--- src/hdl/mdps_pkg.sv ---
// Shared constants, types and helpers for the point suppression block.
package mdps_pkg;
	localparam int MAX_KEPT_DEF   = 1024;
	localparam int COORD_BITS_DEF = 12;
	localparam int MIND_W         = 8;
	localparam int MAXC_W         = 11;
	localparam int VERD_W         = 2;
	localparam int BANKS          = 4;
	localparam int FIFO_DEPTH     = 2;

	localparam logic [VERD_W-1:0] V_KEPT  = 2'd0;
	localparam logic [VERD_W-1:0] V_CLOSE = 2'd1;
	localparam logic [VERD_W-1:0] V_LIMIT = 2'd2;
	localparam logic [VERD_W-1:0] V_FULL  = 2'd3;

	localparam logic REG_MIN_DIST = 1'b0;
	localparam logic REG_MAX_CORN = 1'b1;
endpackage

--- src/hdl/mdps_fifo.sv ---
// Small queue of accepted input beats between front and back.
module mdps_fifo import mdps_pkg::*; #(
	parameter int W = 25
) (
	input  logic         clk,
	input  logic         arst_n,
	input  logic         wr,
	input  logic [W-1:0] wdata,
	output logic         full,
	input  logic         rd,
	output logic [W-1:0] rdata,
	output logic         empty
);
	logic [W-1:0] mem_q [FIFO_DEPTH];
	logic         wp_q, rp_q;
	logic [1:0]   cnt_q;

	assign full  = (cnt_q == 2'(FIFO_DEPTH));
	assign empty = (cnt_q == 2'd0);
	assign rdata = mem_q[rp_q];

	always_ff @(posedge clk) begin
		if (wr && !full) mem_q[wp_q] <= wdata;
	end

	always_ff @(posedge clk or negedge arst_n) begin
		if (!arst_n) begin
			wp_q <= 1'b0; rp_q <= 1'b0; cnt_q <= 2'd0;
		end else begin
			if (wr && !full) wp_q <= ~wp_q;
			if (rd && !empty) rp_q <= ~rp_q;
			cnt_q <= cnt_q + 2'(wr && !full) - 2'(rd && !empty);
		end
	end
endmodule

--- config.mk ---
export PLATFORM = sky130hd
export DESIGN_NAME = mdps_fifo
export DESIGN_NICKNAME = d
export VERILOG_FILES = /design/src/hdl/mdps_pkg.sv /design/src/hdl/mdps_fifo.sv
export SDC_FILE = /design/constraint.sdc
export NUM_CORES = 1
export LEC_CHECK = 0
export BUFFER_PORTS_ARGS = -buffer_cell sky130_fd_sc_hd__buf_2
export CAP_MARGIN = 5
export CORE_MARGIN = 2
export CORE_UTILIZATION = 50
export DETAILED_ROUTE_END_ITERATION = 7
export PLACE_DENSITY = 0.88
export SYNTH_ARGS = -nofsm -noshare
export SYNTH_HDL_FRONTEND = slang
export SYNTH_SLANG_ARGS = --single-unit
--- constraint.sdc ---
create_clock -name clk -period 2.75 [get_ports clk]
set_input_delay 0.55 -clock clk [delete_from_list [all_inputs] [get_ports clk]]
set_output_delay 0.55 -clock clk [all_outputs]
set_load 0.02 [all_outputs]
### Word-level counts from Yosys, hierarchy flattened

Memories as Yosys holds them, arrays and structs flattened.
Cells that the tools add are included.

* output and inout bits: 27
* memories: 1
* register bits: 4
* RAM bits: 50
* input port bits: 29

* mux-type cells: 2
* $add $sub $neg: 2
* reduce and logical (&&, ||, !) cells: 5
* equality and inequality tests: 1
* bitwise logic cells: 2

Memory list
* mem_q: words 2, width 25, read ports 1, clocked after Yosys merged registers in 0, write ports 1, RTL line mdps_fifo.sv:14 `logic [W-1:0] mem_q [FIFO_DEPTH];`

Operator list (number)
* $add A2 B1 Y2: 1
* $eq A2 B2 Y1 const B: 1
* $logic_and A1 B1 Y1: 2
* $logic_not A1 Y1: 2
* $logic_not A2 Y1: 1
* $mux W1: 2
* $not A1 Y1: 2
* $sub A2 B1 Y2: 1

### Longest topological paths before layout

* depth in word-level cells: 5
* gate-level depth with buffers: 7
* gate-level depth less buffers: 7

### Least setup slack after synthesis

OpenSTA, ideal clock, no wires.

* path kind: input port to flip-flop
* from: input wr
* to: memory mem_q[0][0], enable pin
* buffers on the path: 0
* path slack: 0.634 ns
* data required time: 2.343 ns
* stages: 2
* arrival time: 1.709 ns
* library setup time: 0.407 ns
* cell sequence: nand2_1 > nor2_1

* longest elaborated chain between the ends: 3

Ends and longest elaborated chain
* start: declaration: RTL line mdps_fifo.sv:7 `input logic wr,`
* $logic_and A1 B1 Y1: RTL line mdps_fifo.sv:23 `if (wr && !full) mem_q[wp_q] <= wdata;`
* $mux W1: RTL line mdps_fifo.sv:23
* $mux W1 (not written as such): RTL line mdps_fifo.sv:23
* end: declaration: RTL line mdps_fifo.sv:14

No other way between the ends.

### Worst setup path after layout

* from: register rp_q
* to: output rdata[0]

* longest elaborated chain between the ends: 1

Ends and longest elaborated chain
* start: declaration: RTL line mdps_fifo.sv:15 `logic wp_q, rp_q;`
* start signal: assignment: RTL line mdps_fifo.sv:31 `if (rd && !empty) rp_q <= ~rp_q;`
* $mem_v2 Z2 W25
* end: declaration: RTL line mdps_fifo.sv:11 `output logic [W-1:0] rdata,`

No other way between the ends.

==> impl_metrics.toml <==
[pwr]
swShare = 0.3208
ir_drop_mv = 0.6482
seqPwrFrac = 0.433
p_clk_frac = 0.185
switching_power_uw = 881.8
p_int_mw = 1.867
power.density_cell_area_nw_per_um2 = 1084
combPwrFrac = 0.382
leakage_nw = 1.038

[grt]
grt_overflow = 0
grtUsageTotal = 0.1439
antenna_found_initial = 0
grt_pass1_vias = 996
grt_max_degree = 21
grt_pass1_wl_um = 4533

[setup_path]
critPathLaunchType = "flop"
path_class = "reg -> out"
required_ps = 2200
worstPathArrival_ps = 1490
cp_max_fo = 18
cp-end-kind = "output port"

[floorplan]
dieArea_um2 = 4747
start_util = 0.5227
ioPinCount = 56
die_h_um = 68.90
core_area_um2 = 4029
row_count = 23
die_w_um = 68.90

[routing]
dr_total_vias = 1033
drc = 0
detail-route-antenna-nets = 0
dr.pass1.iters = 4
via_per_inst = 4.919
wirelength_um = 3110
drt_first_iter_violations = 70
routedWlPerCell_um = 14.81

[cells_and_area]
fillers = 293
seq_area_um2 = 1602
multi_input_area_um2 = 447.9
stdcell_count = 210
nets = 190
antennaDiodeCount = 0
area_delta_synth_final_pct = 20.38
layout-drive-gt1-share = 0.5813

[synthesis]
synth_cell_types = 15
syn_area_um2 = 2106
synth_compound_area_frac = 0
synth_seq_cells = 54
synth-simple-area-share = 0.01545
synth_top_family_by_area = "multiplexers"
syn_avg_cell_area_um2 = 21.94
ys_warn_count = 0
synthXorXnorAreaFrac = 0.01664
ys_seq_area_frac = 0.7605
syn_inst = 96
synthesis.nets = 127
synthAdderAreaFrac = 0.01188
muxShareOfSynthArea = 0.1676

[sta]
slew_headroom = 0.7956
fin_crit_sh = 0.7417
hold_viol = 0
max_clock_freq_mhz = 490.3
finClkSkew_ps = 4.148
finalWorstPathRequiredPeriod_ps = 2040
setup-violations-final = 0
rsz0062_at_grt = "false"
hold_slack_ps = 40.25
drv_slew = 0
fin_setup_tns_ps = 0
worst_pin_slew_ps = 306.3

[cts]
insertion_delay_ps = 300
post_cts_buffers = 0
htreeDepth = 2
cts_sinks = 54
cts_hold_repair.buffers = 0
cts_tree = "built"
cts_buffers = 5
cts.path.max_buffers = 2
cts_root_buffer = "clkbuf_8"
ctsResizeCount = 0
clkTransAtPathRegs_ps = 90

[job]
drv_cap = 0

[outcome]
outcome = "finished clean"

[placement]
port_buffers = 55
dp.final_hpwl_um = 2227
gp_congestion = 0.6191
dp_cells = 202

[min_path]
hold_path_class = "in -> async"
flip-flops by register name, indices dropped and copies added, names as in the netlist:
| register | cells |
|---|---|
| wp_q | 1 |
| cnt_q | 2 |
| mem_q | 50 |
| rp_q | 1 |
final cells by class:
cell class                      instances  share of cell area
Clock inverter                          2             0.01481
Sequential cell                        54              0.6318
Inverter                                2            0.002962
Multi-Input combinational cell         37              0.1767
Tap cell                               50             0.02468
Clock buffer                            6             0.02863
Timing Repair Buffer                   59              0.1204
synth_stat cells (all sizes together):
| library cell | number | area [um2] |
|---|---|---|
| nor2b | 1 | 8.760 |
| mux2 | 25 | 352.8 |
| xor2 | 1 | 8.760 |
| and3 | 1 | 6.260 |
| ha | 2 | 25.02 |
| nor2 | 2 | 7.510 |
| nand2b | 1 | 6.260 |
| nand2 | 1 | 3.750 |
| xnor2 | 3 | 26.28 |
| dfrtp | 4 | 100.1 |
| edfxtp | 50 | 1501 |
| inv | 2 | 7.510 |
| buf | 3 | 51.30 |
final timing paths:
kind,startpoint,endpoint,slack [ps],cells after the start
setup / recovery,rp_q,rdata[0],710,3
hold / removal,arst_n,cnt_q[0],40,1
setup reg to reg,cnt_q[1],mem_q[0][19],1140,4
hold reg to reg,cnt_q[1],cnt_q[1],540,1
max in group asynchronous,arst_n,rp_q,2590,1
min in group clk,wdata[7],mem_q[0][7],430,1
power groups by stage:
stage / Clock, mW / Combinational (mW) / Sequential [mW]
floorplan: 0 / 0.847 / 1.19
global placement: 0 / 1.03 / 1.20
detailed placement: 0 / 1.07 / 1.21
CTS: 0.524 / 1.07 / 1.19
global route: 0.559 / 1.14 / 1.21
finish: 0.510 / 1.05 / 1.19
metrics by stage:
step	utilization	cell area [um2]	setup slack, ps	power [mW]
after floorplan	-	2106	634.2	2.040
after global placement	0.6019	2425	1061	2.231
after detailed placement	0.6019	2425	1017	2.279
after CTS	0.6292	2535	665.3	2.789
after global routing	0.6292	2535	606.7	2.906
final	0.6292	2535	710.4	2.749
metal layers:
| metal | part of all wire | global-route usage | routed length [um] | vias up |
|---|---|---|---|---|
| li1 | - | - | - | 491 |
| met1 | 0.40 | 0.1578 | 1235 | 492 |
| met2 | 0.51 | 0.2404 | 1574 | 46 |
| met3 | 0.077 | 0.05357 | 239 | 4 |
| met4 | 0.020 | 0.08088 | 61 | 0 |
| met5 | 0 | 0 | 0 | - |
worst max-delay path: stages, from the launching register on:
cell,delay (ps)
dfrtp_1,350
buf_4,300
mux2_2,380
buf_2,160
placed cells by master, fill, tap and decap left out, types with 2 or more instances in the layout:
master    netlist  routed
inv_1           2       2
xnor2_1         3       3
buf_4           0       4
edfxtp_1       50      50
mux2_2          6       6
ha_1            2       2
dfrtp_1         4       4
buf_2           0      55
mux2_4         19      19
clkbuf_8        0       5
cell families after synthesis:
group,count (synthesis)
simple gates,6
flops,54
buf+inv,5
mux,25
fa+ha+maj,2
xor+xnor,4
No activity file was read; power rests on OpenSTA's default activity.
